<file path="src/rtl/core/bba_pkg.sv">
package bba_pkg;

  localparam int NUM_BLOCKS_DEF = 64;
  localparam int ADDR_BITS_DEF  = 32;

  localparam int BSIZE_W = 16;
  localparam int GUARD_W = 8;
  localparam int BCNT_W  = 7;
  localparam int BASE_W  = 32;
  localparam int PROD_W  = BCNT_W + BSIZE_W;

  localparam logic [1:0] OP_ALLOC    = 2'd0;
  localparam logic [1:0] OP_FREE     = 2'd1;
  localparam logic [1:0] OP_CONTAINS = 2'd2;

  localparam logic [1:0] ST_OK       = 2'd0;
  localparam logic [1:0] ST_EXHAUST  = 2'd1;
  localparam logic [1:0] ST_REJECT   = 2'd2;
  localparam logic [1:0] ST_NOT_POOL = 2'd3;

  localparam logic [1:0] REG_POOL_BASE   = 2'd0;
  localparam logic [1:0] REG_BLOCK_SIZE  = 2'd1;
  localparam logic [1:0] REG_GUARD_SIZE  = 2'd2;
  localparam logic [1:0] REG_BLOCK_COUNT = 2'd3;

  typedef enum logic [3:0] {
    S_CLR,
    S_IDLE,
    S_SCAN,
    S_AMUL,
    S_AADD,
    S_OFFS,
    S_RANGE,
    S_DIV,
    S_FRD,
    S_FBIT,
    S_RESP
  } state_t;

  typedef struct packed {
    logic                 done;
    logic [PROD_W-1:0]    quot;
    logic [BSIZE_W-1:0]   rem;
  } div_res_t;

endpackage

</file>
<file path="src/rtl/core/bba_div.sv">
module bba_div (
  input  logic                        clk,
  input  logic                        rst_n,
  input  logic                        start,
  input  logic [bba_pkg::PROD_W-1:0]  dividend,
  input  logic [bba_pkg::BSIZE_W-1:0] divisor,
  output bba_pkg::div_res_t           res
);

  localparam int PW = bba_pkg::PROD_W;
  localparam int BW = bba_pkg::BSIZE_W;
  localparam int CW = $clog2(PW);

  logic          busy_r, busy_nxt;
  logic          done_r, done_nxt;
  logic [CW-1:0] cnt_r, cnt_nxt;
  logic [PW-1:0] quo_r, quo_nxt;
  logic [BW-1:0] rem_r, rem_nxt;
  logic [BW-1:0] div_r, div_nxt;
  logic [BW:0]   shifted;
  logic          fits;

  assign shifted = {rem_r, quo_r[PW-1]};
  assign fits    = shifted >= {1'b0, div_r};

  always_comb begin
    busy_nxt = busy_r;
    done_nxt = 1'b0;
    cnt_nxt  = cnt_r;
    quo_nxt  = quo_r;
    rem_nxt  = rem_r;
    div_nxt  = div_r;
    if (start) begin
      busy_nxt = 1'b1;
      cnt_nxt  = '0;
      quo_nxt  = dividend;
      rem_nxt  = '0;
      div_nxt  = divisor;
    end else if (busy_r) begin
      quo_nxt = {quo_r[PW-2:0], fits};
      rem_nxt = fits ? BW'(shifted - {1'b0, div_r}) : BW'(shifted);
      cnt_nxt = cnt_r + 1'b1;
      if (cnt_r == CW'(PW - 1)) begin
        busy_nxt = 1'b0;
        done_nxt = 1'b1;
      end
    end
  end

  always_ff @(posedge clk) begin
    if (!rst_n) begin
      busy_r <= 1'b0;
      done_r <= 1'b0;
      cnt_r  <= '0;
    end else begin
      busy_r <= busy_nxt;
      done_r <= done_nxt;
      cnt_r  <= cnt_nxt;
    end
    quo_r <= quo_nxt;
    rem_r <= rem_nxt;
    div_r <= div_nxt;
  end

  assign res.done = done_r;
  assign res.quot = quo_r;
  assign res.rem  = rem_r;

endmodule

</file>
<file path="src/rtl/core/bitmap_block_allocator_top.sv">
// Fixed-size block allocator over a pool of up to NUM_BLOCKS equal blocks, one used bit per
// block held in a bit memory with one write and one read port. After reset the block sweeps
// that memory clear with in_tready low; configuration writes are taken during the sweep. One
// item is worked at a time. Allocate walks the used bits one per cycle from block zero,
// marks the first clear one as used and returns base + index * block_size + guard; it
// reports exhausted when no live block is clear, at once when the pool is empty. Free
// refuses an address outside the pool or inside the guard, else divides the pool offset
// less the guard by block_size in a radix-2 divider and clears the used bit of an aligned
// live block, refusing one already free. in_tready rises again as the result is loaded.
// Each result is held in an output register, so the next item is taken while it waits.
module bitmap_block_allocator_top #(
  parameter int NUM_BLOCKS = bba_pkg::NUM_BLOCKS_DEF,
  parameter int ADDR_BITS  = bba_pkg::ADDR_BITS_DEF
) (
  input  logic        clk,
  input  logic        rst_n,
  input  logic        in_tvalid,
  output logic        in_tready,
  input  logic [31:0] in_tdata,   // [31:0] addr
  input  logic [1:0]  in_tuser,   // [1:0] opcode
  output logic        out_tvalid,
  input  logic        out_tready,
  output logic [31:0] out_tdata,  // [31:0] result_addr
  output logic [1:0]  out_tuser,  // [1:0] status
  input  logic        cfg_psel,
  input  logic        cfg_penable,
  input  logic        cfg_pwrite,
  input  logic [3:0]  cfg_paddr,
  input  logic [31:0] cfg_pwdata,
  output logic [31:0] cfg_prdata,
  output logic        cfg_pready
);

  localparam int AW  = ADDR_BITS;
  localparam int PW  = bba_pkg::PROD_W;
  localparam int BW  = bba_pkg::BSIZE_W;
  localparam int OW  = (AW > PW) ? AW : PW;
  localparam int IW  = (NUM_BLOCKS > 1) ? $clog2(NUM_BLOCKS) : 1;
  localparam int CW  = $clog2(NUM_BLOCKS + 1);
  localparam int KW  = (CW > bba_pkg::BCNT_W) ? CW : bba_pkg::BCNT_W;

  logic [bba_pkg::BASE_W-1:0]  base_r;
  logic [BW-1:0]               bsize_r;
  logic [bba_pkg::GUARD_W-1:0] guard_r;
  logic [bba_pkg::BCNT_W-1:0]  bcnt_r;

  bba_pkg::state_t state_r, state_nxt;
  logic [CW-1:0]   scan_r, scan_nxt;
  logic            pend_vld_r, pend_vld_nxt;
  logic [IW-1:0]   pend_r, pend_nxt;
  logic [IW-1:0]   idx_r, idx_nxt;
  logic [1:0]      op_r, op_nxt;
  logic [AW-1:0]   addr_r, addr_nxt;
  logic [AW-1:0]   off_r, off_nxt;
  logic [PW-1:0]   size_r, size_nxt;
  logic [IW+BW-1:0] prod_r, prod_nxt;
  logic [AW-1:0]   res_r, res_nxt;
  logic [1:0]      stat_r, stat_nxt;
  logic            out_valid_r, out_valid_nxt;
  logic [31:0]     out_data_r, out_data_nxt;
  logic [1:0]      out_user_r, out_user_nxt;

  logic            used_mem [NUM_BLOCKS];
  logic            rd_bit_r;
  logic [IW-1:0]   rd_idx;
  logic            mem_we;
  logic [IW-1:0]   mem_wa;
  logic            mem_wd;

  logic [KW-1:0]   live_k;
  logic [CW-1:0]   live;
  logic            cfg_wr;
  logic            in_pool;
  logic [AW-1:0]   rel;
  logic            div_start;
  bba_pkg::div_res_t div_res;

  assign live_k = (KW'(bcnt_r) > KW'(NUM_BLOCKS)) ? KW'(NUM_BLOCKS) : KW'(bcnt_r);
  assign live   = CW'(live_k);

  // configuration registers
  assign cfg_wr     = cfg_psel && cfg_penable && cfg_pwrite && cfg_pready;
  assign cfg_pready = 1'b1;

  always_ff @(posedge clk) begin
    if (!rst_n) begin
      base_r  <= '0;
      bsize_r <= BW'(64);
      guard_r <= bba_pkg::GUARD_W'(4);
      bcnt_r  <= bba_pkg::BCNT_W'(64);
    end else if (cfg_wr) begin
      case (cfg_paddr[3:2])
        bba_pkg::REG_POOL_BASE:   base_r  <= cfg_pwdata;
        bba_pkg::REG_BLOCK_SIZE:  bsize_r <= cfg_pwdata[BW-1:0];
        bba_pkg::REG_GUARD_SIZE:  guard_r <= cfg_pwdata[bba_pkg::GUARD_W-1:0];
        bba_pkg::REG_BLOCK_COUNT: bcnt_r  <= cfg_pwdata[bba_pkg::BCNT_W-1:0];
        default: ;
      endcase
    end
  end

  always_comb begin
    case (cfg_paddr[3:2])
      bba_pkg::REG_POOL_BASE:   cfg_prdata = base_r;
      bba_pkg::REG_BLOCK_SIZE:  cfg_prdata = 32'(bsize_r);
      bba_pkg::REG_GUARD_SIZE:  cfg_prdata = 32'(guard_r);
      bba_pkg::REG_BLOCK_COUNT: cfg_prdata = 32'(bcnt_r);
      default:                  cfg_prdata = '0;
    endcase
  end

  // used-bit memory
  always_ff @(posedge clk) begin
    if (mem_we) begin
      used_mem[mem_wa] <= mem_wd;
    end
    rd_bit_r <= used_mem[rd_idx];
  end

  assign in_pool = OW'(off_r) < OW'(size_r);
  assign rel     = off_r - AW'(guard_r);

  bba_div u_div (
    .clk      (clk),
    .rst_n    (rst_n),
    .start    (div_start),
    .dividend (PW'(rel)),
    .divisor  (bsize_r),
    .res      (div_res)
  );

  assign in_tready = (state_r == bba_pkg::S_IDLE);

  function automatic logic [PW-1:0] bcnt_r_live_prod(input logic [KW-1:0] cnt,
                                                     input logic [BW-1:0] bsz);
    logic [bba_pkg::BCNT_W-1:0] c7;
    c7 = bba_pkg::BCNT_W'(cnt);
    return c7 * bsz;
  endfunction

  always_comb begin
    state_nxt     = state_r;
    scan_nxt      = scan_r;
    pend_vld_nxt  = pend_vld_r;
    pend_nxt      = pend_r;
    idx_nxt       = idx_r;
    op_nxt        = op_r;
    addr_nxt      = addr_r;
    off_nxt       = off_r;
    size_nxt      = size_r;
    prod_nxt      = prod_r;
    res_nxt       = res_r;
    stat_nxt      = stat_r;
    out_valid_nxt = out_valid_r;
    out_data_nxt  = out_data_r;
    out_user_nxt  = out_user_r;
    rd_idx        = scan_r[IW-1:0];
    mem_we        = 1'b0;
    mem_wa        = scan_r[IW-1:0];
    mem_wd        = 1'b0;
    div_start     = 1'b0;

    if (out_valid_r && out_tready) begin
      out_valid_nxt = 1'b0;
    end

    case (state_r)
      bba_pkg::S_CLR: begin
        mem_we   = 1'b1;
        scan_nxt = scan_r + 1'b1;
        if (scan_r == CW'(NUM_BLOCKS - 1)) begin
          state_nxt = bba_pkg::S_IDLE;
        end
      end
      bba_pkg::S_IDLE: begin
        if (in_tvalid) begin
          op_nxt       = in_tuser;
          addr_nxt     = AW'(in_tdata);
          res_nxt      = '0;
          scan_nxt     = '0;
          pend_vld_nxt = 1'b0;
          case (in_tuser)
            bba_pkg::OP_ALLOC: begin
              if (bsize_r == '0 || live == '0) begin
                stat_nxt  = bba_pkg::ST_EXHAUST;
                state_nxt = bba_pkg::S_RESP;
              end else begin
                state_nxt = bba_pkg::S_SCAN;
              end
            end
            bba_pkg::OP_FREE, bba_pkg::OP_CONTAINS: begin
              state_nxt = bba_pkg::S_OFFS;
            end
            default: begin
              stat_nxt  = bba_pkg::ST_REJECT;
              state_nxt = bba_pkg::S_RESP;
            end
          endcase
        end
      end
      bba_pkg::S_SCAN: begin
        if (pend_vld_r && !rd_bit_r) begin
          mem_we    = 1'b1;
          mem_wa    = pend_r;
          mem_wd    = 1'b1;
          idx_nxt   = pend_r;
          state_nxt = bba_pkg::S_AMUL;
        end else if (scan_r >= live) begin
          stat_nxt  = bba_pkg::ST_EXHAUST;
          state_nxt = bba_pkg::S_RESP;
        end else begin
          pend_nxt     = scan_r[IW-1:0];
          pend_vld_nxt = 1'b1;
          scan_nxt     = scan_r + 1'b1;
        end
      end
      bba_pkg::S_AMUL: begin
        prod_nxt  = idx_r * bsize_r;
        state_nxt = bba_pkg::S_AADD;
      end
      bba_pkg::S_AADD: begin
        res_nxt   = AW'(base_r) + AW'(prod_r) + AW'(guard_r);
        stat_nxt  = bba_pkg::ST_OK;
        state_nxt = bba_pkg::S_RESP;
      end
      bba_pkg::S_OFFS: begin
        off_nxt   = addr_r - AW'(base_r);
        size_nxt  = bcnt_r_live_prod(live_k, bsize_r);
        state_nxt = bba_pkg::S_RANGE;
      end
      bba_pkg::S_RANGE: begin
        if (op_r == bba_pkg::OP_CONTAINS) begin
          stat_nxt  = in_pool ? bba_pkg::ST_OK : bba_pkg::ST_NOT_POOL;
          state_nxt = bba_pkg::S_RESP;
        end else if (!in_pool) begin
          stat_nxt  = bba_pkg::ST_NOT_POOL;
          state_nxt = bba_pkg::S_RESP;
        end else if (off_r < AW'(guard_r)) begin
          stat_nxt  = bba_pkg::ST_REJECT;
          state_nxt = bba_pkg::S_RESP;
        end else begin
          div_start = 1'b1;
          state_nxt = bba_pkg::S_DIV;
        end
      end
      bba_pkg::S_DIV: begin
        if (div_res.done) begin
          if (div_res.rem != '0 || div_res.quot >= PW'(live)) begin
            stat_nxt  = bba_pkg::ST_REJECT;
            state_nxt = bba_pkg::S_RESP;
          end else begin
            idx_nxt   = IW'(div_res.quot);
            state_nxt = bba_pkg::S_FRD;
          end
        end
      end
      bba_pkg::S_FRD: begin
        rd_idx    = idx_r;
        state_nxt = bba_pkg::S_FBIT;
      end
      bba_pkg::S_FBIT: begin
        if (rd_bit_r) begin
          mem_we   = 1'b1;
          mem_wa   = idx_r;
          mem_wd   = 1'b0;
          stat_nxt = bba_pkg::ST_OK;
        end else begin
          stat_nxt = bba_pkg::ST_REJECT;
        end
        state_nxt = bba_pkg::S_RESP;
      end
      bba_pkg::S_RESP: begin
        if (!out_valid_r || out_tready) begin
          out_valid_nxt = 1'b1;
          out_data_nxt  = 32'(res_r);
          out_user_nxt  = stat_r;
          state_nxt     = bba_pkg::S_IDLE;
        end
      end
      default: begin
        state_nxt = bba_pkg::S_IDLE;
      end
    endcase
  end

  always_ff @(posedge clk) begin
    if (!rst_n) begin
      state_r     <= bba_pkg::S_CLR;
      scan_r      <= '0;
      pend_vld_r  <= 1'b0;
      out_valid_r <= 1'b0;
    end else begin
      state_r     <= state_nxt;
      scan_r      <= scan_nxt;
      pend_vld_r  <= pend_vld_nxt;
      out_valid_r <= out_valid_nxt;
    end
    pend_r     <= pend_nxt;
    idx_r      <= idx_nxt;
    op_r       <= op_nxt;
    addr_r     <= addr_nxt;
    off_r      <= off_nxt;
    size_r     <= size_nxt;
    prod_r     <= prod_nxt;
    res_r      <= res_nxt;
    stat_r     <= stat_nxt;
    out_data_r <= out_data_nxt;
    out_user_r <= out_user_nxt;
  end

  assign out_tvalid = out_valid_r;
  assign out_tdata  = out_data_r;
  assign out_tuser  = out_user_r;

  a_accept_leaves_idle: assert property (@(posedge clk) disable iff (!rst_n)
    in_tvalid && in_tready |=> state_r != bba_pkg::S_IDLE)
    else $error("accepted item did not start work");

  a_div_done_in_div: assert property (@(posedge clk) disable iff (!rst_n)
    div_res.done |-> state_r == bba_pkg::S_DIV)
    else $error("divider finished outside the free sequence");

  a_fail_zero_addr: assert property (@(posedge clk) disable iff (!rst_n)
    state_r == bba_pkg::S_RESP && stat_r != bba_pkg::ST_OK |-> res_r == '0)
    else $error("failed request carries an address");

endmodule

</file>
<file path="config.mk">
export PLATFORM = sky130hd
export DESIGN_NAME = bitmap_block_allocator_top
export DESIGN_NICKNAME = d
export VERILOG_FILES = /design/src/rtl/core/bba_pkg.sv /design/src/rtl/core/bba_div.sv /design/src/rtl/core/bitmap_block_allocator_top.sv
export SDC_FILE = /design/constraint.sdc
export NUM_CORES = 1
export LEC_CHECK = 0
export BUFFER_PORTS_ARGS = -buffer_cell sky130_fd_sc_hd__buf_2
export CORE_MARGIN = 1.5
export CORE_UTILIZATION = 47
export CTS_BUF_LIST = sky130_fd_sc_hd__clkbuf_8 sky130_fd_sc_hd__clkbuf_16
export DETAILED_ROUTE_END_ITERATION = 8
export GPL_ROUTABILITY_DRIVEN = 0
export PLACE_DENSITY = 0.67
export SLEW_MARGIN = 25
export SYNTH_ARGS = -nofsm -noshare
export SYNTH_HDL_FRONTEND = slang
export SYNTH_SLANG_ARGS = --single-unit
</file>
<file path="constraint.sdc">
create_clock -name clk -period 5.35 [get_ports clk]
set_input_delay 0.2675 -clock clk [delete_from_list [all_inputs] [get_ports clk]]
set_output_delay 0.2675 -clock clk [all_outputs]
set_load 0.02 [all_outputs]
</file>
==> impl_metrics.json <==
{
  "drc": 0,
  "nNetsFinal": 3334,
  "antenna_found_initial": 1,
  "yosysTopAreaCell": "edfxtp_1",
  "layout_commonest_cell": "nand2_1",
  "die-area_sq_mm": 0.0591,
  "first_iter_violations": 2066,
  "synth-seq-cells": 394,
  "fp.dieW_um": 243,
  "synth_area_sq_mm": 0.0271,
  "reg2regPathDepth": 17,
  "post_cts_buffers": 0,
  "finClkSkew_ns": 0.0493,
  "htreeDepth": 2,
  "outcome": "finished clean",
  "row_count": 87,
  "syn_area_per_cell_sq_um": 9.98,
  "report.power.total_mw": 8.24,
  "layout-drive-gt1-share_pct": 11.3,
  "clk_path_buf_depth": 3,
  "ys_types": 77,
  "worstSetupEndpointType": "flip-flop",
  "drt_wl_total_mm": 75.7,
  "grt_pass1_vias": 21100,
  "final.min_clock_period_ns": 5.15,
  "async_flop_share_pct": 0,
  "powerDensity_mw_per_mm2": 265,
  "synthMuxAreaShare_pct": 4.45,
  "reg2reg_from": "bcnt_r[5]",
  "portBuffers": 142,
  "die_y_um": 243,
  "cts-root-buf": "clkbuf_16",
  "vias_per_cell": 5.72,
  "crit_type": "flip-flop to flip-flop",
  "register_area_sq_mm": 0.0108,
  "worstPathArrival_ns": 5.50,
  "synth-edff-count": 294,
  "p_leak_nw": 13.1,
  "synth_warnings": 0,
  "synthSimpleGateAreaFrac_pct": 16.4,
  "grt_start_max_net_pins": 61,
  "fillCellCount": 4885,
  "synth_top_family_by_area": "adder cells",
  "syn_inst": 2713,
  "syn_nets": 3130,
  "first_pass_iters": 7,
  "rsz0062_at_grt": "no",
  "slew_violations": 0,
  "synth_compound_area_share_pct": 11.2,
  "clk_transition_reported_paths_ns": 0.06,
  "final-hold-violation-count": 0,
  "synthAdderAreaFrac_pct": 19.5,
  "reg2reg_slack_ns": 0.20,
  "area_delta_synth_final_pct": 14.6,
  "ys_seq_area_share_pct": 40.0,
  "max-vdd-ir-drop_v": 0.000254,
  "fmax_ghz": 0.194,
  "cts_tree": "done",
  "gr-total-overflow": 0,
  "min_path_type": "primary input to flip-flop",
  "r2r-end": "size_r[19]",
  "dp_cells": 3556,
  "period_share_pct": 96.3,
  "dp_hpwl_mm": 56.3,
  "postRouteAntennaNets": 0,
  "numCtsBuffers": 45,
  "holdWs_ns": 0.286,
  "cts_sinks": 394,
  "stdcell_count": 3712,
  "ios": 146,
  "clock_latency_ns": 0.62,
  "via_count": 21200,
  "cp-endpoint": "size_r[19]",
  "synthTopCellsByArea": "edfxtp_1 (33%), fa_1 (10%), ha_1 (9.3%)",
  "start_util_pct": 47.7,
  "tightestPinTransition_ns": 1.00,
  "crit_required_ns": 5.70,
  "fin_setup_tns_ns": 0,
  "synth_ff_type": "edfxtp_1",
  "synth_xor_area_share_pct": 3.20,
  "crit_path_start_kind": "flip-flop",
  "final_cell_mix": "nand2_1 (316), edfxtp_1 (294), inv_1 (268), nor2_1 (240), ha_1 (202)",
  "cp_max_fo": 17,
  "multi_input_area_sq_mm": 0.0149,
  "coreArea_sq_mm": 0.0567,
  "setup_viol": 0,
  "setup.worst_path.start": "bcnt_r[5]",
  "maxSlewHeadroom_pct": 33.1,
  "wire_per_inst_um": 20.4,
  "yosysTopAreaCellShare_pct": 32.6,
  "drv_cap": 0,
  "grtUsageTotal_pct": 25.6,
  "grt_pass1_wl_mm": 118
}
## cell families (layout without fill, tap and decap cells)
family                   count (synthesis)  after routing
AND/OR/NAND/NOR                        949            949
AO/OA/AOI/OAI                          473            473
flip-flops                             394            394
buffers and inverters                  366            607
adder cells (fa/ha/maj)                340            340
XOR/XNOR                                99             99
multiplexers                            91             91
other                                    1              3
## stage by stage
step | util (%) | setup WS (ns) | cell area (sq um)
after CTS | 54.6 | 0.0730 | 31000
after detailed placement | 50.8 | 0.105 | 28800
final | 54.7 | 0.198 | 31000
after global routing | 54.7 | 0.00909 | 31000
after floorplan | - | 0.449 | 27100
after global placement | 50.8 | 0.290 | 28800
## worst min path at each step
stage                startpoint             to  slack (ns)  cells past startpoint
finish                in_tvalid     pend_vld_r        0.29                      4
global route          in_tvalid     pend_vld_r        0.27                      4
CTS                   in_tvalid     pend_vld_r        0.23                      4
detailed placement    res_r[26]  out_tdata[26]        0.40                      0
global placement      res_r[31]  out_tdata[31]        0.40                      0
floorplan           in_tdata[0]      addr_r[0]        0.37                      0
## Yosys cell counts (18+ instances only)
cell type and count:
and2_1 114, mux2i_1 62, nor2_1 245, inv_1 261, clkbuf_1 91, nor2b_1 25
a211oi_1 35, a31oi_1 18, xnor2_1 70, dfxtp_1 100, nor4_1 25, mux4_2 23
nand2_1 316, fa_1 138, o21a_1 22, a21oi_1 147, nand3_1 49, o21ai_0 90
edfxtp_1 294, nand4_1 22, nand2b_1 22, nor3_1 60, a21o_1 48, ha_1 202
xor2_1 29
## cell type report
type / count / share of cell area (%)
Multi-Input combinational cell: 1953 / 48.1
Timing Repair Buffer: 262 / 5.86
Inverter: 261 / 3.16
Clock inverter: 32 / 0.891
Clock buffer: 52 / 3.98
Antenna cell: 2 / 0.0161
Tap cell: 756 / 3.05
Sequential cell: 394 / 34.9
## flip-flops by register name, summed over array words and instances, names as in the netlist, 4 cells and up
name,cells
u_div.quo_r,23
u_div.div_r,16
idx_r,6
u_div.rem_r,16
used_mem,64
state_r,4
prod_r,22
res_r,32
u_div.cnt_r,5
size_r,23
scan_r,7
bcnt_r,7
base_r,32
pend_r,6
addr_r,32
off_r,32
bsize_r,16
guard_r,8
out_tdata,32
## layer usage
metal,global-route usage (%),routed length (um)
met1,34.6,31900
met2,41.1,35100
met3,4.08,5830
met4,10.2,2890
met5,0,0
## critical path: stages, from the launching register on
cell and delay [ns]:
dfxtp_1 0.38, nor2b_1 0.25, buf_12 0.18, and2_1 0.16, fa_1 0.45, fa_1 0.53
fa_1 0.55, inv_1 0.05, fa_1 0.52, inv_1 0.04, ha_1 0.22, or3_1 0.40
o211ai_1 0.29, a31oi_2 0.22, a41oi_2 0.29, nand2b_1 0.09, a21oi_1 0.17, xnor2_1 0.08
## report_power, final
part / total, mW / internal (mW) / switching (mW)
Sequential: 3.61 / 3.47 / 0.134
Combinational: 1.51 / 0.578 / 0.927
Clock: 3.12 / 1.81 / 1.32
## timing repair
item | CTS | global route
resized for setup | 0 | 3
hold buffers | 68 | 0
endpoints found under the setup margin | 0 | 4
hold endpoints to repair | 96 | 0
No activity file was read; power rests on OpenSTA's default activity.
